File: config.mk
export PLATFORM = sky130hd
export DESIGN_NAME = ptw_cfg
export DESIGN_NICKNAME = d
export VERILOG_FILES = /design/src/rtl/core/ptw_pkg.sv /design/src/rtl/core/ptw_cfg.sv
export SDC_FILE = /design/constraint.sdc
export NUM_CORES = 1
export LEC_CHECK = 0
export BUFFER_PORTS_ARGS = -buffer_cell sky130_fd_sc_hd__clkbuf_2
export CAP_MARGIN = 20
export CORE_MARGIN = 8
export CORE_UTILIZATION = 40
export DETAILED_ROUTE_END_ITERATION = 10
export PLACE_DENSITY = 0.85
export SETUP_SLACK_MARGIN = 0.02
export SLEW_MARGIN = 0
export SYNTH_ARGS = -nofsm -noshare
export SYNTH_HDL_FRONTEND = slang
export SYNTH_SLANG_ARGS = --single-unit
File: constraint.sdc
create_clock -name clk_i -period 1.1 [get_ports clk_i]
set_input_delay 0.11 -clock clk_i [delete_from_list [all_inputs] [get_ports clk_i]]
set_output_delay 0.11 -clock clk_i [all_outputs]
set_load 0.005 [all_outputs]
File: src/rtl/core/ptw_pkg.sv
// Shared types and constants for the Sv39 page table walker
`timescale 1ns / 1ps

package ptw_pkg;

  localparam int NUM_TABLES = 64;
  localparam int VPN_W      = 9;
  localparam int TBL_W      = $clog2(NUM_TABLES);
  localparam int ADDR_W     = TBL_W + VPN_W;
  localparam int ALLOC_W    = $clog2(NUM_TABLES + 1);
  localparam int PPN_W      = 44;
  localparam int FLAG_W     = 10;
  localparam int PTE_W      = PPN_W + FLAG_W;
  localparam int VA_W       = 39;
  localparam int PA_W       = 56;
  localparam int OFF_W      = 12;
  localparam int ROOT_W     = 6;
  localparam int APB_DW     = 64;
  localparam int APB_AW     = 4;
  localparam int LVL_W      = 2;

  localparam logic [LVL_W-1:0] LVL_LEAF = 2'd0;
  localparam logic [LVL_W-1:0] LVL_MID  = 2'd1;
  localparam logic [LVL_W-1:0] LVL_ROOT = 2'd2;

  localparam logic CFG_ROOT = 1'b0;
  localparam logic CFG_BASE = 1'b1;

  localparam logic ACT_LOOKUP = 1'b0;
  localparam logic ACT_MAP    = 1'b1;

  typedef struct packed {
    logic              action;
    logic [VA_W-1:0]   virt_addr;
    logic [PA_W-1:0]   phys_addr;
    logic [FLAG_W-1:0] pte_flags;
  } ptw_in_t;

  typedef struct packed {
    logic [PA_W-1:0]   result_phys;
    logic [FLAG_W-1:0] result_flags;
    logic              mapped;
    logic              status;
  } ptw_out_t;

  typedef struct packed {
    logic [ROOT_W-1:0] root_sel;
    logic [PPN_W-1:0]  table_base_ppn;
  } ptw_cfg_t;

  typedef struct packed {
    logic              en;
    logic              we;
    logic [ADDR_W-1:0] addr;
    logic [PTE_W-1:0]  wdata;
  } ptw_mem_req_t;

  typedef enum logic [2:0] {
    ST_CLEAR,
    ST_IDLE,
    ST_READ,
    ST_EVAL,
    ST_DONE
  } ptw_state_e;

endpackage

File: src/rtl/core/ptw_cfg.sv
// APB configuration registers: root table and table base PPN
`timescale 1ns / 1ps

module ptw_cfg
  import ptw_pkg::*;
(
  input  logic              clk_i,
  input  logic              rst_ni,
  input  logic              psel,
  input  logic              penable,
  input  logic              pwrite,
  input  logic [APB_AW-1:0] paddr,
  input  logic [APB_DW-1:0] pwdata,
  output logic [APB_DW-1:0] prdata,
  output logic              pready,
  output ptw_cfg_t          cfg_o
);

  logic [ROOT_W-1:0] root_q, root_d;
  logic [PPN_W-1:0]  base_q, base_d;
  logic              wr_en;

  assign pready = 1'b1;
  assign wr_en  = psel & penable & pwrite & pready;

  always_comb begin
    root_d = root_q;
    base_d = base_q;
    if (wr_en) begin
      unique case (paddr[3])
        CFG_ROOT: root_d = pwdata[ROOT_W-1:0];
        CFG_BASE: base_d = pwdata[PPN_W-1:0];
        default:  ;
      endcase
    end
  end

  always_comb begin
    unique case (paddr[3])
      CFG_ROOT: prdata = APB_DW'(root_q);
      CFG_BASE: prdata = APB_DW'(base_q);
      default:  prdata = '0;
    endcase
  end

  always_ff @(posedge clk_i or negedge rst_ni) begin
    if (!rst_ni) begin
      root_q <= '0;
      base_q <= '0;
    end else begin
      root_q <= root_d;
      base_q <= base_d;
    end
  end

  assign cfg_o.root_sel       = root_q;
  assign cfg_o.table_base_ppn = base_q;

endmodule

---- After elaboration in Yosys (flattened, before gate mapping) ----
Index checks and enable logic that the tools add are counted.
storage, ports and cells
  bits in registers ....................... 50
  output and inout port bits .............. 115
  bits of input ports ..................... 73
  logic and storage cells ................. 8
cells by class
  bitwise gates (word level) .............. 3
  reduce and logical (&&, ||, !) cells .... 2
  mux-type cells .......................... 1
operator list
  kind                              number
  case mux 64 bit (2 select lines)  1
  AND reduction 2 bit               2
  bitwise AND 1 bit                 2
  inverter 1 bit                    1

---- Depth between registers and ports, before layout ----
  depth in word-level cells ............... 3
  mapped depth ............................ 4
  depth with buffers taken out ............ 2

---- Least setup slack after synthesis ----
Ideal clock, no wire load.
  path type ............................... input to register
  start point ............................. input paddr[3]
  end point ............................... register base_q[10]
  slack ................................... 0.090 ns
  library setup time ...................... 0.125 ns
  stages on the path ...................... 4
  arrival time ............................ 0.885 ns
  path buffers ............................ 2
  cell sequence ........................... buf_4 nand4_4 buf_6 mux2_4
between the ends
  word-level cells in the longest chain between the ends .. 1
RTL lines
  element                        RTL line       source
  from (decl)                    ptw_cfg.sv:12  input logic [APB_AW-1:0] paddr,
  AND reduction 2 bit (no line)  -
  to (signal assigned)           ptw_cfg.sv:52  base_q <= base_d;
  to (decl)                      ptw_cfg.sv:20  logic [PPN_W-1:0] base_q, base_d;
No other way between the ends.
A chain may end at the register's enable or synchronous reset.

---- Final worst setup path ----
  start point ............................. register base_q[4]
  end point ............................... output prdata[4]
between the ends
  word-level cells in the longest chain between the ends .. 1
RTL lines
  element                           RTL line       source
  case mux 64 bit (2 select lines)  ptw_cfg.sv:39  unique case (paddr[3])
  to (decl)                         ptw_cfg.sv:14  output logic [APB_DW-1:0] prdata,
No other way between the ends. The select of a mux whose other input is x is not followed.

==> impl_metrics.csv <==
group,metric,value,unit
final_layout,layout_commonest_cell,"clkbuf_2",
worst_setup_path,r2r_end,"base_q[15]",
routing,drtAntennaViolNets,0,
final_layout,area_growth,47.1,%
clock_network,cts.sinks,50,
synth,synth_warnings,0,
worst_setup_path,crit_path_end_kind,"primary output",
worst_setup_path,crit_path_max_incr_delay,0.40,ns
hold_path,min_path_type,"primary input to register",
worst_setup_path,critPathArrivalTime,1.07,ns
routing,wirelength,6.98,mm
final_layout,num-nets-final,437,
routing,num_vias,1974,
final_layout,fin_cells,440,
worst_setup_path,crit_start,"base_q[4]",
synth,avgSynthCellArea,14.3,µm²
worst_setup_path,r2r_setup_slack,0.07,ns
floorplanning,die_w,95.7,µm
power,p_leak,2.16,nW
clock_network,clkTransAtPathRegs,0.08,ns
timing,rsz0062_at_grt,"true",
timing,finalSetupViolCount,6,
floorplanning,die_h,95.7,µm
floorplanning,fp-row-count,29,
routing,first_pass_iters,4,
outcome,violations,"negative setup slack",
clock_network,clock_latency,0.28,ns
global_route,grt_overflow,0,
final_layout,final_cell_mix,"131 x clkbuf_2, 50 x dfrtp_1, 43 x mux2_4",
global_route,grt_pass1_vias,2093,
placed_design,pre_cts_slack,-0.0304,ns
synth,synth-seq-cells,50,
synth,synth_cell_types,10,
power,total_power,5.90,mW
worst_setup_path,cpLargestDelayFamily,"flip-flops",
clock_network,cts_buffers,5,
worst_setup_path,worstSetupEndpoint,"prdata[4]",
final_layout,antenna_cells,0,
worst_setup_path,slowest_stage,"dfrtp_1",
timing,skew,0,ns
synth,yosysSeqAreaShare,0.493,
floorplanning,ioPinCount,188,
placed_design,numPlacedInstances,397,
worst_setup_path,startpoint_type,"register",
clock_network,clockRootBuffer,"clkbuf_8",
clock_network,cts_tree,"built",
timing,fin_crit,1.18,ns
synth,synthCells,178,
clock_network,cts_buffer_depth,2,
timing,final-hold-violation-count,0,
routing,wl_per_cell,15.9,µm
worst_setup_path,path_max_fanout,2,
outcome,status,"finished with violations",
placed_design,portBuffers,143,
worst_setup_path,crit_buf_inv,1,
timing,max_freq,0.845,GHz
routing,drt_iter0_markers,32,
placed_design,dp_hpwl,5.24,mm
final_layout,stdcell_area,3730,µm²
timing,maxSlewViolCount,0,
power,power_density,1580,nW/µm²
timing,layout_setup_ws,-0.0836,ns
worst_setup_path,path_depth,2,
floorplanning,die_area,9150,µm²
floorplanning,start_util,0.407,
worst_setup_path,critPathKind,"register to primary output",
routing,vias_per_cell,4.49,
clock_network,h-tree-depth,2,
timing,fin_crit_sh,1.08,
global_route,antenna_found_initial,0,
power,ir_worst_vdd,0.718,mV
routing,drc,0,
floorplanning,coreArea,6240,µm²
worst_setup_path,r2r_start,"base_q[15]",
final_layout,drive_gt1_frac,0.716,
placed_design,routabilityCongestion,0.697,
worst_setup_path,worstPathCellList,"mux2_2, clkbuf_2",
global_route,grt_max_degree,29,
run,max-cap-violations,0,
final_layout,n_fill_cell,507,
global_route,track_usage,0.139,
worst_setup_path,r2r_cells,3,
placed_design,place_area,3300,µm²
synth,synth_area,2540,µm²
global_route,grt_pass1_wl,10.2,mm
worst_setup_path,critPathRequiredTime,0.99,ns
how the worst min path moves through the flow:
| stage | end | start | cells past startpoint | slack (ns) |
|---|---|---|---|---|
| 6_report | base_q[6] | pwdata[6] | 2 | 0.05 |
| 5_1_grt | base_q[24] | pwdata[24] | 2 | 0.04 |
| 4_1_cts | base_q[6] | pwdata[6] | 2 | 0.04 |
| 3_5_place_dp | base_q[17] | rst_ni | 2 | 0.13 |
| 3_3_place_gp | base_q[17] | rst_ni | 2 | 0.11 |
| 2_1_floorplan | base_q[0] | rst_ni | 0 | -0.19 |
cells in the mapped netlist:
library cell,n,area share
dfrtp_1,50,0.49
mux2_2,16,0.071
clkbuf_1,4,0.0059
mux2_4,40,0.24
buf_4,22,0.065
nand4_4,1,0.0084
conb_1,2,0.0030
buf_6,4,0.018
and2_1,38,0.094
nand4b_2,1,0.0059
metal layers:
layer  GRT usage  wire (µm)  vias to the layer above
met4      0.0294         46                        0
met2       0.251       3550                      100
met1       0.160       2660                      951
li1            -          -                      917
met5           0          0                        -
met3      0.0402        716                        6
repair_timing:
item,in CTS,in global routing
hold buffers,1,0
gates resized for setup,0,25
endpoints found under the setup margin,22,47
setup buffers,24,13
pin swaps,4,9
endpoints found under the hold margin,50,0
per-stage QoR:
| stage | hold WS, ns | TNS [ns] | util |
|---|---|---|---|
| final | 0.0468 | -0.401 | 0.598 |
| after global routing | 0.0368 | -0.800 | 0.598 |
| after CTS | 0.0351 | -0.490 | 0.572 |
| after detailed placement | 0.129 | -0.177 | 0.528 |
| after global placement | 0.113 | 0 | 0.528 |
| after floorplan | -0.186 | 0 | - |
sequential cells by signal (all words and copies together), names as in the netlist:
| register | flops |
|---|---|
| base_q | 44 |
| root_q | 6 |
worst register-to-register path, cell delays in order, from the launching register on:
cell and delay (ns):
dfrtp_1 0.41, buf_4 0.14, buf_4 0.12, mux2_4 0.25
layout make-up:
cell class | count | area [µm²] | area share
well taps | 77 | 96.3 | 0.0258
repair buffers | 190 | 1140 | 0.306
flip-flops and latches | 50 | 1250 | 0.335
clock buffers | 6 | 82.6 | 0.0221
multi-input cells | 117 | 1160 | 0.311
cells by family (layout without fill, tap and decap cells):
logic type,after synthesis,in the layout,share of synthesized area
other,2,21,0.00296
DFF,50,50,0.493
muxes,56,56,0.308
buffers and inverters,30,196,0.0887
and+or+nand+nor,40,40,0.108
power by group:
| group | leakage [nW] | internal [mW] | switching [mW] |
|---|---|---|---|
| logic | 1.52 | 1.55 | 0.802 |
| clock network | 0.0431 | 0.486 | 0.533 |
| registers | 0.600 | 2.24 | 0.280 |
| total | 2.16 | 4.28 | 1.61 |
Power figures use the tool's default switching activity.
