$ cat src/rtl/core/ptw_pkg.sv
// Shared types and constants for the Sv39 page table walker
`timescale 1ns / 1ps

package ptw_pkg;

  localparam int NUM_TABLES = 64;
  localparam int VPN_W      = 9;
  localparam int TBL_W      = $clog2(NUM_TABLES);
  localparam int ADDR_W     = TBL_W + VPN_W;
  localparam int ALLOC_W    = $clog2(NUM_TABLES + 1);
  localparam int PPN_W      = 44;
  localparam int FLAG_W     = 10;
  localparam int PTE_W      = PPN_W + FLAG_W;
  localparam int VA_W       = 39;
  localparam int PA_W       = 56;
  localparam int OFF_W      = 12;
  localparam int ROOT_W     = 6;
  localparam int APB_DW     = 64;
  localparam int APB_AW     = 4;
  localparam int LVL_W      = 2;

  localparam logic [LVL_W-1:0] LVL_LEAF = 2'd0;
  localparam logic [LVL_W-1:0] LVL_MID  = 2'd1;
  localparam logic [LVL_W-1:0] LVL_ROOT = 2'd2;

  localparam logic CFG_ROOT = 1'b0;
  localparam logic CFG_BASE = 1'b1;

  localparam logic ACT_LOOKUP = 1'b0;
  localparam logic ACT_MAP    = 1'b1;

  typedef struct packed {
    logic              action;
    logic [VA_W-1:0]   virt_addr;
    logic [PA_W-1:0]   phys_addr;
    logic [FLAG_W-1:0] pte_flags;
  } ptw_in_t;

  typedef struct packed {
    logic [PA_W-1:0]   result_phys;
    logic [FLAG_W-1:0] result_flags;
    logic              mapped;
    logic              status;
  } ptw_out_t;

  typedef struct packed {
    logic [ROOT_W-1:0] root_sel;
    logic [PPN_W-1:0]  table_base_ppn;
  } ptw_cfg_t;

  typedef struct packed {
    logic              en;
    logic              we;
    logic [ADDR_W-1:0] addr;
    logic [PTE_W-1:0]  wdata;
  } ptw_mem_req_t;

  typedef enum logic [2:0] {
    ST_CLEAR,
    ST_IDLE,
    ST_READ,
    ST_EVAL,
    ST_DONE
  } ptw_state_e;

endpackage

$ cat src/rtl/core/ptw_seq.sv
// Walk sequencer: clear pass, level walk, table allocation and result
`timescale 1ns / 1ps

module ptw_seq
  import ptw_pkg::*;
(
  input  logic             clk_i,
  input  logic             rst_ni,
  input  logic             start,
  output logic             busy,
  input  ptw_in_t          item_i,
  input  ptw_cfg_t         cfg_i,
  output ptw_mem_req_t     mem_req_o,
  input  logic [PTE_W-1:0] mem_rdata_i,
  output logic             result_valid_o,
  output ptw_out_t         result_o
);

  ptw_state_e        state_q, state_d;
  logic [ADDR_W-1:0] clr_q, clr_d;
  logic [ALLOC_W-1:0] alloc_q, alloc_d;
  logic [LVL_W-1:0]  lvl_q, lvl_d;
  logic [TBL_W-1:0]  tbl_q, tbl_d;
  ptw_in_t           item_q, item_d;
  ptw_out_t          res_q, res_d;

  logic              accept;
  logic              root_bad;
  logic [PPN_W-1:0]  root_ext;
  logic [VPN_W-1:0]  vpn;
  logic [ADDR_W-1:0] cur_addr;
  logic              e_valid;
  logic [PPN_W-1:0]  e_ppn;
  logic [PPN_W-1:0]  nxt;
  logic              nxt_ok;
  logic              pool_full;
  logic              is_leaf;
  logic [PTE_W-1:0]  new_pte;

  assign accept   = start & (state_q == ST_IDLE);
  assign root_ext = PPN_W'(cfg_i.root_sel);
  assign root_bad = root_ext >= PPN_W'(NUM_TABLES);

  always_comb begin
    case (lvl_q)
      LVL_ROOT: vpn = item_q.virt_addr[OFF_W+2*VPN_W +: VPN_W];
      LVL_MID:  vpn = item_q.virt_addr[OFF_W+VPN_W +: VPN_W];
      LVL_LEAF: vpn = item_q.virt_addr[OFF_W +: VPN_W];
      default:  vpn = '0;
    endcase
  end

  assign cur_addr  = {tbl_q, vpn};
  assign e_valid   = mem_rdata_i[0];
  assign e_ppn     = mem_rdata_i[PTE_W-1:FLAG_W];
  // shared pointer unit: subtract base, range check
  assign nxt       = e_ppn - cfg_i.table_base_ppn;
  assign nxt_ok    = nxt < PPN_W'(NUM_TABLES);
  assign pool_full = alloc_q >= ALLOC_W'(NUM_TABLES);
  assign is_leaf   = lvl_q == LVL_LEAF;
  assign new_pte   = {cfg_i.table_base_ppn + PPN_W'(alloc_q), FLAG_W'(1)};

  always_comb begin
    state_d = state_q;
    unique case (state_q)
      ST_CLEAR: if (clr_q == '1) state_d = ST_IDLE;
      ST_IDLE:  if (start) state_d = root_bad ? ST_DONE : ST_READ;
      ST_READ:  state_d = ST_EVAL;
      ST_EVAL: begin
        if (is_leaf) begin
          state_d = ST_DONE;
        end else if (!e_valid) begin
          state_d = (item_q.action == ACT_MAP && !pool_full) ? ST_READ : ST_DONE;
        end else begin
          state_d = nxt_ok ? ST_READ : ST_DONE;
        end
      end
      ST_DONE:  state_d = ST_IDLE;
      default:  state_d = ST_IDLE;
    endcase
  end

  always_comb begin
    clr_d     = clr_q;
    alloc_d   = alloc_q;
    lvl_d     = lvl_q;
    tbl_d     = tbl_q;
    item_d    = item_q;
    res_d     = res_q;
    mem_req_o = '0;
    unique case (state_q)
      ST_CLEAR: begin
        mem_req_o.en   = 1'b1;
        mem_req_o.we   = 1'b1;
        mem_req_o.addr = clr_q;
        clr_d          = clr_q + ADDR_W'(1);
      end
      ST_IDLE: begin
        if (accept) begin
          item_d = item_i;
          lvl_d  = LVL_ROOT;
          tbl_d  = root_ext[TBL_W-1:0];
          res_d  = '0;
        end
      end
      ST_READ: begin
        mem_req_o.en   = 1'b1;
        mem_req_o.addr = cur_addr;
      end
      ST_EVAL: begin
        if (is_leaf) begin
          if (item_q.action == ACT_MAP) begin
            mem_req_o.en    = 1'b1;
            mem_req_o.we    = 1'b1;
            mem_req_o.addr  = cur_addr;
            mem_req_o.wdata = {item_q.phys_addr[PA_W-1:OFF_W], item_q.pte_flags};
          end else if (e_valid) begin
            res_d.result_phys  = {e_ppn, item_q.virt_addr[OFF_W-1:0]};
            res_d.result_flags = mem_rdata_i[FLAG_W-1:0];
            res_d.mapped       = 1'b1;
          end
        end else if (!e_valid) begin
          if (item_q.action == ACT_MAP) begin
            if (pool_full) begin
              res_d.status = 1'b1;
            end else begin
              mem_req_o.en    = 1'b1;
              mem_req_o.we    = 1'b1;
              mem_req_o.addr  = cur_addr;
              mem_req_o.wdata = new_pte;
              alloc_d         = alloc_q + ALLOC_W'(1);
              tbl_d           = alloc_q[TBL_W-1:0];
              lvl_d           = lvl_q - LVL_W'(1);
            end
          end
        end else if (nxt_ok) begin
          tbl_d = nxt[TBL_W-1:0];
          lvl_d = lvl_q - LVL_W'(1);
        end
      end
      ST_DONE: ;
      default: ;
    endcase
  end

  always_ff @(posedge clk_i or negedge rst_ni) begin
    if (!rst_ni) begin
      state_q <= ST_CLEAR;
      clr_q   <= '0;
      alloc_q <= ALLOC_W'(1);
      lvl_q   <= LVL_ROOT;
    end else begin
      state_q <= state_d;
      clr_q   <= clr_d;
      alloc_q <= alloc_d;
      lvl_q   <= lvl_d;
    end
  end

  always_ff @(posedge clk_i) begin
    tbl_q  <= tbl_d;
    item_q <= item_d;
    res_q  <= res_d;
  end

  assign busy           = state_q != ST_IDLE;
  assign result_valid_o = state_q == ST_DONE;
  assign result_o       = res_q;

endmodule

$ cat config.mk
export PLATFORM = sky130hd
export DESIGN_NAME = ptw_seq
export DESIGN_NICKNAME = d
export VERILOG_FILES = /design/src/rtl/core/ptw_pkg.sv /design/src/rtl/core/ptw_seq.sv
export SDC_FILE = /design/constraint.sdc
export NUM_CORES = 1
export LEC_CHECK = 0
export ABC_CLOCK_PERIOD_IN_PS = 6550
export BUFFER_PORTS_ARGS = -buffer_cell sky130_fd_sc_hd__buf_2
export CAP_MARGIN = 20
export CORE_AREA = 2 2 190 192
export CTS_CLUSTER_SIZE = 8
export DETAILED_ROUTE_END_ITERATION = 6
export DIE_AREA = 0 0 192 194
export SLEW_MARGIN = 20
export SYNTH_ARGS = -nofsm -noshare
export SYNTH_HDL_FRONTEND = slang
export SYNTH_SLANG_ARGS = --single-unit
$ cat constraint.sdc
create_clock -name clk_i -period 6.55 [get_ports clk_i]
set_clock_uncertainty 0.2 [all_clocks]
set_input_delay 0.3275 -clock clk_i [delete_from_list [all_inputs] [get_ports clk_i]]
set_output_delay 0.3275 -clock clk_i [all_outputs]
set_load 0.02 [all_outputs]
======== Word-level counts from Yosys, hierarchy flattened ========
Cells that the tools add are included.
cells by class
  reduce and logical (&&, ||, !) cells .... 12
  muxes and demuxes ....................... 41
  add/subtract/negate cells ............... 5
  bitwise logic cells ..................... 4
  equality and inequality tests ........... 21
  $lt $le $gt $ge ......................... 3
operator list
  cell                                                                    count
  71-bit 2-to-1 mux                                                       5
  67-bit 2-to-1 mux                                                       3
  68-bit one-hot mux with 2 select lines                                  1
  68-bit 2-to-1 mux                                                       1
  54-bit 2-to-1 mux                                                       1
  15-bit one-hot mux with 3 select lines                                  1
  44-bit by 7-bit adder with 44-bit output                                1
  44-bit by 7-bit < comparator with 1-bit output (second input constant)  1
  44-bit subtractor                                                       1
  6-bit 2-to-1 mux                                                        6
  9-bit one-hot mux with 3 select lines                                   1
  3-bit 2-to-1 mux                                                        7
  2-bit != test (second input constant)                                   10
  15-bit by 1-bit adder with 15-bit output (second input constant)        1
  15-bit == test (second input constant)                                  1
  2-bit 2-to-1 mux                                                        6
  3-bit one-hot mux with 4 select lines                                   1
  6-bit one-hot mux with 2 select lines                                   1
  6-bit AND reduction                                                     2
  5-bit AND reduction                                                     2
  3-bit != test (second input constant)                                   3
  7-bit by 1-bit adder with 7-bit output (second input constant)          1
  6-bit by 7-bit >= comparator with 1-bit output (second input constant)  1
  7-bit >= comparator (second input constant)                             1
  other kinds (19)                                                        27
storage, ports and cells
  output and inout bits ................... 141
  register bits ........................... 207
  bits of input ports ..................... 213
  logic and storage cells ................. 99

======== Longest topological paths before layout ========
Gate-level depths: netlist of run 1.
  depth in word-level cells ............... 7
  depth in mapped cells ................... 15
  mapped depth without buffers ............ 15

======== Worst setup path after synthesis of run 1 ========
OpenSTA, ideal clock, no wires.
  path kind ............................... reg-to-reg
  start ................................... register state_q[0]
  end ..................................... register res_q (netlist bit result_o[0]) (enable)
  cell stages (with the launch flop) ...... 6
  arrival ................................. 4.924 ns
  setup time .............................. 0.319 ns
  required time ........................... 6.031 ns
  slack ................................... 1.108 ns
  clock period less this slack ............ 5.442 ns
  buffers on the path ..................... 1
  path through ............................ dfrtp_1 -> clkbuf_1 -> nand2b_1 -> nor2_1 -> a21oi_1 -> a21oi_1
on the way
  word-level cells in the longest chain between the ends .. 4
  elaborated cells between the ends (all ways) .. 10
  those cells by class .................... eq/ne (7); bitwise (1); reduce/logical (2)
RTL lines
  element                                   line                          source
  start, declared                           ptw_seq.sv:19                 ptw_state_e state_q, state_d;
  start signal, assigned                    ptw_seq.sv:153                state_q <= state_d;
  3-bit by 1-bit == test with 1-bit output  ptw_seq.sv:40, ptw_seq.sv:91
  1-bit bitwise AND                         ptw_seq.sv:40                 assign accept = start & (state_q == ST_IDLE);
  2-bit != test (no source line)            --
  6-bit AND reduction (no source line) (*)  --
  end signal, assigned                      ptw_seq.sv:163                res_q <= res_d;
  end, declared                             ptw_seq.sv:25                 ptw_out_t res_q, res_d;
Every way passes the cells marked *; elsewhere a longest branch is shown, timed or not.
A chain may end at the register's enable or synchronous reset.

==> run_results.csv, run 1 <==
group,metric,value,unit
drt,drc_errors,0,
run,drv_cap,0,
synthesis,avgSynthCellArea,9.763,um2
clock_tree,clkTransAtPathRegs,0.07,ns
global_routing,grt_pass1_wl,59150,um
clock_tree,cts_buffer_depth,2,
cells_and_area,area_delta_synth_final,32.22,%
timing,finalSetupTns,0,ns
drt,wl_per_cell,17.99,um
clock_tree,cts_resized,0,
global_routing,grt_max_degree,77,
place,dp_cells,1990,
floorplanning,dieHeight,194,um
drt,wl,38770,um
global_routing,grt-ovfl-total,0,
timing,rsz0062_at_grt,"false",
clock_tree,insertion_delay,0.46,ns
status,status,"finished, final reports clean",
place,routabilityCongestion,0.9486,
setup_path,endpoint,"mem_req_o[46]",
floorplanning,pin_count,354,
synthesis,synth-seq-cells,194,
synthesis,ys_warn_count,0,
drt,drtPass1Iterations,5,
synthesis,synth-seq-area-share,46.72,%
cells_and_area,fin_cells,2155,
setup_path,path_class,"reg2out",
setup_path,arrival,4.12,ns
drt,via_per_inst,5.204,
timing,slew_violations,0,
floorplanning,rows,69,
floorplanning,die_w,192,um
drt,route.vias.total,11210,
cells_and_area,final_nets,1952,
global_routing,antenna_found_initial,2,
setup_path,r2r_end,"result_o[41]",
clock_tree,cts_setup_buffers,0,
drt,drtAntennaViolNets,0,
timing,finalHoldViolCount,0,
power_and_ir_drop,p_leak,6.904,nW
timing,worst_slew_pin_slew,1.071,ns
synthesis,synth_common_cells,"edfxtp_1, nand2_1, o21ai_0, and3_1, nor2_1",
synthesis,synth.most_common_cell,"edfxtp_1",
floorplanning,start_util,34.59,%
cells_and_area,fillCellCount,3402,
cells_and_area,multi_input_area,5942,um2
place,io_buffers,341,
synthesis,synth_flop_cell,"edfxtp_1",
clock_tree,cts.sinks,194,
clock_tree,cts_hold_buf,132,
global_routing,grt_pass1_vias,10950,
timing,report.final.setup_viol,0,
drt,drt_iter0_markers,790,
floorplanning,core-area,35220,um2
synthesis,syn_inst,1248,
place,hpwl,28940,um
cells_and_area,drive_above_1_share,24.69,%
hold_path,min_path_type,"in2reg",
timing,fmax,215.1,MHz
clock_tree,cts_tree,"yes",
setup_path,path_max_fanout,8,
setup_path,rrSetupSlack,3.24,ns
timing,min_period,4.648,ns
synthesis,post-synth-top-area-cell,"edfxtp_1",
cells_and_area,regArea,5694,um2
power_and_ir_drop,ir_drop,0.0001919,V
clock_tree,cts_root_buf,"clkbuf_16",
synthesis,synth_edf_count,167,
timing,fin_crit_sh,70.97,%
setup_path,cp-start-kind,"register",
setup_path,crit_required,6.02,ns
setup_path,reg2reg_depth,5,
synthesis,synth_fp_nets,1520,
floorplanning,dieArea,37250,um2
timing,maxSlewHeadroom,27.95,%
setup_path,critPathCaptureType,"output pin",
clock_tree,htree_num_levels,4,
power_and_ir_drop,p_per_area,288.6,nW/um2
synthesis,async_reset_ff_share,13.92,%
synthesis,netlist_area,12180,um2
setup_path,startpoint,"alloc_q[0]",
global_routing,track_usage,20.40,%
synthesis,yosysUniqueCellTypes,82,
clock_tree,cts_made_buffers,17,
setup_path,rr_startpoint,"lvl_q[0]",
synthesis,synth_top_cell_area_share,41.16,%
synthesis,ys_top_cells_by_area,"edfxtp_1, ha_1, dfrtp_1",
worst min-delay path by stage:
stage / startpoint / to / slack [ns] / cells after the start
after floorplan: rst_ni / alloc_q[1] / -0.17 / 0
after global placement: rst_ni / clr_q[0] / 0.18 / 1
after global routing: mem_rdata_i[12] / result_o[26] / 0.006 / 2
after detailed placement: rst_ni / clr_q[3] / 0.19 / 1
after CTS: mem_rdata_i[28] / result_o[42] / 0.0006 / 2
final: mem_rdata_i[28] / result_o[42] / 0.02 / 2
through the flow:
step / util [%] / setup WS (ns) / power, W / hold slack (ns) / area [um2]
after detailed placement: 40.41 / 2.207 / 0.003597 / 0.1886 / 14230
final: 45.74 / 1.902 / 0.004649 / 0.02138 / 16110
after floorplan: - / 1.108 / 0.003017 / -0.1681 / 12180
after global placement: 40.41 / 2.248 / 0.003560 / 0.1789 / 14230
after CTS: 45.73 / 1.847 / 0.004697 / 0.0005609 / 16110
after global routing: 45.74 / 1.639 / 0.004921 / 0.006372 / 16110
critical path, stage by stage (launching register included):
cell      delay (ns)
dfstp_2         0.58
ha_1            0.20
fa_1            0.22
a21o_1          0.13
a21oi_1         0.10
o21bai_1        0.15
a21o_1          0.16
a21oi_1         0.13
or3_1           0.46
nor2_1          0.44
and2_1          0.42
nand3_1         0.15
xnor2_1         0.15
o21ai_0         0.18
buf_2           0.20
power by group:
part / internal (W) / total (W) / switching (W)
sequential: 0.00173 / 0.00184 / 0.000118
clock: 0.000501 / 0.00103 / 0.000528
combinational: 0.000602 / 0.00178 / 0.00117
sequential cells by signal, summed over array words and instances (netlist names):
register,flops
item_q,94
result_o,67
tbl_q,6
clr_q,15
state_q,3
alloc_q,7
lvl_q,2
layout make-up:
cell class / instances / share of cell area [%]
Antenna cell: 1 / 0.01553
Clock buffer: 19 / 2.687
Clock inverter: 13 / 0.7378
Inverter: 68 / 1.584
Multi-Input combinational cell: 918 / 36.88
Sequential cell: 194 / 35.34
Tap cell: 461 / 3.580
Timing Repair Buffer: 481 / 19.17
cell usage in the layout, fill, tap and decap left out, drive strengths merged, types with 57 or more instances in the layout:
cell type and instances:
xnor2 64, buf 349, ha 57, edfxtp 167, o21ai 111, nand2 149
dlygate4sd3 132, inv 75, nor2 70, and3 79, a21oi 78
routing by layer:
| layer | vias to the layer above | wire, um | GRT usage (%) |
|---|---|---|---|
| met1 | 5334 | 17300 | 26.93 |
| met2 | 360 | 18430 | 33.52 |
| met5 | - | 11 | 0 |
| met4 | 2 | 696 | 5.824 |
| met3 | 39 | 2339 | 4.489 |
| li1 | 5479 | - | - |
cell families after synthesis:
kind of cell             synth area share [%]
AND/OR/NAND/NOR                         18.76
AO/OA/AOI/OAI                           17.10
flip-flops                              46.72
buffers and inverters                   4.775
XOR/XNOR                                5.607
adder cells (fa/ha/maj)                 6.182
multiplexers                           0.8523
No activity file was read; power rests on OpenSTA's default activity.
==> run 2, diff against run 1 <==
--- a/config.mk
+++ b/config.mk
@@ -5,13 +5,14 @@
 export SDC_FILE = /design/constraint.sdc
 export NUM_CORES = 1
 export LEC_CHECK = 0
-export ABC_CLOCK_PERIOD_IN_PS = 6550
+export ABC_AREA = 1
+export ABC_CLOCK_PERIOD_IN_PS = 4500
 export BUFFER_PORTS_ARGS = -buffer_cell sky130_fd_sc_hd__buf_2
 export CAP_MARGIN = 20
-export CORE_AREA = 2 2 190 192
+export CORE_AREA = 2 2 196 198
 export CTS_CLUSTER_SIZE = 8
 export DETAILED_ROUTE_END_ITERATION = 6
-export DIE_AREA = 0 0 192 194
+export DIE_AREA = 0 0 198 200
 export SLEW_MARGIN = 20
 export SYNTH_ARGS = -nofsm -noshare
 export SYNTH_HDL_FRONTEND = slang
==> constraint.sdc (replaced) <==
create_clock -name clk_i -period 4.5 [get_ports clk_i]
set_clock_uncertainty 0.2 [all_clocks]
set_input_delay 0.225 -clock clk_i [delete_from_list [all_inputs] [get_ports clk_i]]
set_output_delay 0.225 -clock clk_i [all_outputs]
set_load 0.02 [all_outputs]
==> run 2 against run 1 <==
Combinational power grew 65%. Largest cell class unchanged. Die area rose by 6.3%. Total power rose by 60%. Core utilization increased by 1.1 points. Wire length rose by 18%. Register-to-register slack worse by 2.0 ns. Via count is 16% higher.
==> run_results.csv, run 2 <==
group,metric,value,unit
global_routing,grt_pass1_wl,68900,um
clock_tree,cts_setup_buffers,0,
synthesis,netlist_area,12990,um2
synthesis,synth-seq-cells,194,
setup_path,path_cells,"inv_1, ha_1, nand2_1, clkinv_1, buf_4, a32o_1, buf_2",
global_routing,grt-ovfl-total,0,
drt,via_per_inst,4.700,
synthesis,synth_edf_count,167,
floorplanning,dieArea,39600,um2
synthesis,synth_top_cell_area_share,38.60,%
floorplanning,rows,71,
cells_and_area,largest_reg_flops,94,
cells_and_area,final_nets,2520,
floorplanning,start_util,34.74,%
setup_path,startpoint,"lvl_q[1]",
timing,report.final.setup_viol,0,
clock_tree,cts_buffer_depth,2,
place,io_buffers,341,
setup_path,path_max_fanout,25,
synthesis,ys_warn_count,0,
synthesis,synth.most_common_cell,"nand2_1",
setup_path,rr_startpoint,"state_q[0]",
timing,maxSlewHeadroom,43.78,%
synthesis,syn_inst,1747,
synthesis,async_reset_ff_share,13.92,%
setup_path,arrival,3.47,ns
global_routing,track_usage,23.14,%
synthesis,post-synth-top-area-cell,"edfxtp_1",
setup_path,path_class,"reg2out",
cells_and_area,layout_common_cells,"nand2_1, inv_1, buf_2, nor2_1, edfxtp_1",
status,status,"finished, final reports clean",
cells_and_area,multi_input_area,5904,um2
synthesis,ys_top_cells_by_area,"edfxtp_1, nand2_1, inv_1",
synthesis,synth_flop_cell,"edfxtp_1",
floorplanning,dieHeight,200,um
run,drv_cap,0,
power_and_ir_drop,intPower,0.004412,W
cells_and_area,final_common_cell,"nand2_1",
clock_tree,clkTransAtPathRegs,0.09,ns
synthesis,synth_fp_nets,2019,
synthesis,avgSynthCellArea,7.437,um2
cells_and_area,drive_above_1_share,19.24,%
drt,drt_iter0_markers,757,
timing,rsz0062_at_grt,"false",
drt,wl_per_cell,16.48,um
power_and_ir_drop,p_clk_share,21.6,%
timing,finalSetupTns,0,ns
clock_tree,cts_made_buffers,17,
drt,route.vias.total,13040,
timing,fmax,256.5,MHz
setup_path,critPathCaptureType,"output pin",
power_and_ir_drop,combPwrFrac,39.6,%
cells_and_area,regArea,5693,um2
hold_path,min_path_type,"in2async",
drt,drc_errors,0,
setup_path,max_stage_delay,0.62,ns
floorplanning,die_w,198,um
global_routing,grt_max_degree,75,
cells_and_area,fillCellCount,3729,
power_and_ir_drop,p_leak,8.881,nW
synthesis,synth-seq-area-share,43.82,%
global_routing,grt_pass1_vias,12630,
setup_path,crit_path_top_delay_cell,"clkinv_1",
cells_and_area,area_delta_synth_final,34.83,%
place,routabilityCongestion,0.9375,
power_and_ir_drop,pwr-share-seq,38.8,%
synthesis,yosysUniqueCellTypes,46,
power_and_ir_drop,p_per_area,424.2,nW/um2
clock_tree,cts_resized,0,
setup_path,path_delay_family,"buffers and inverters",
global_routing,antenna_found_initial,5,
timing,min_period,3.899,ns
power_and_ir_drop,swShare,40.64,%
setup_path,cp_num_buf_inv,4,
timing,worst_slew_pin_slew,0.8432,ns
floorplanning,pin_count,354,
clock_tree,insertion_delay,0.47,ns
clock_tree,cts_root_buf,"clkbuf_16",
floorplanning,core-area,37400,um2
timing,hold_slack,0.1238,ns
timing,fin_crit_sh,86.64,%
clock_tree,cts_tree,"yes",
setup_path,cp-start-kind,"register",
power_and_ir_drop,switchingPower,0.003020,W
synthesis,synth_common_cells,"nand2_1, inv_1, nor2_1, edfxtp_1, nand3_1",
power_and_ir_drop,ir_drop,0.0003780,V
cells_and_area,top_register,"item_q",
timing,finalHoldViolCount,0,
clock_tree,cts.sinks,194,
timing,slew_violations,0,
drt,drtPass1Iterations,7,
drt,drtAntennaViolNets,0,
place,hpwl,36340,um
clock_tree,htree_num_levels,4,
setup_path,crit_required,4.07,ns
drt,wl,45720,um
==> run 2: cell types whose count changed after synthesis, sizes merged, moves of 26 or more <==
cell,before,now
nand2,149,528
inv,68,348
nor2,70,229
and3,79,1
xnor2,64,9
nand3,40,88
o21ai,111,67
clkbuf,40,14
==> run 2: path summary, 6_finish.rpt <==
path	slack (ns)	cells after the start	endpoint
setup / recovery	0.60	7	mem_req_o[25]
hold / removal	0.12	2	alloc_q[1]
setup reg to reg	1.28	9	result_o[49]
hold reg to reg	0.27	1	clr_q[14]
max in group asynchronous	3.53	2	clr_q[7]
min in group clk_i	0.14	3	tbl_q[0]
==> run 2: kinds of logic after synthesis <==
| family | Yosys count | share of synthesized area (%) |
|---|---|---|
| AND/OR/NAND/NOR | 914 | 29.62 |
| AO/OA/AOI/OAI | 177 | 7.935 |
| buffers and inverters | 375 | 10.94 |
| XOR/XNOR | 28 | 1.888 |
| flip-flops | 194 | 43.82 |
| adder cells (fa/ha/maj) | 59 | 5.797 |
==> run 2: timing repair <==
| action | in CTS | in global routing |
|---|---|---|
| hold buffers | 156 | 0 |
| endpoints found under the hold margin | 183 | 0 |
| endpoints found under the setup margin | 0 | 0 |
==> run 2: area by class of cell <==
class	instances	share of cell area, %
multi-input cells	1178	33.70
well taps	511	3.650
clock inverters	13	0.9785
clock buffers	19	2.528
flip-flops and latches	194	32.50
repair buffers	505	19.07
diodes	2	0.02857
inverters	352	7.542
==> run 2: power groups by stage <==
stage                     Combinational (W)  Clock (W)  Sequential [W]
after detailed placement            0.00283          0         0.00292
after global routing                0.00323    0.00170         0.00294
final                               0.00294    0.00161         0.00289
after global placement              0.00281          0         0.00290
after floorplan                     0.00139          0         0.00335
after CTS                           0.00295    0.00165         0.00288
==> run 2: routing by layer <==
layer / up-vias / part of all wire (%) / track usage, % / routed length, um
li1: 6560 / - / - / -
met1: 5944 / 44 / 28.94 / 20160
met2: 463 / 47 / 38.99 / 21300
met3: 67 / 6.3 / 5.124 / 2881
met4: 4 / 3.0 / 9.190 / 1359
met5: - / 0.048 / 0 / 22
==> run 2: stage by stage <==
stage	cell area, um2	utilization, %	instances	power, W	setup slack (ns)
5_1_grt	17520	46.84	2774	0.007868	0.2644
3_3_place_gp	15330	41.00	2584	0.005711	0.9316
3_5_place_dp	15330	41.00	2584	0.005755	0.8507
6_report	17520	46.84	2774	0.007432	0.6010
2_1_floorplan	13010	-	1747	0.004746	0.4842
4_1_cts	17510	46.82	2772	0.007476	0.5620
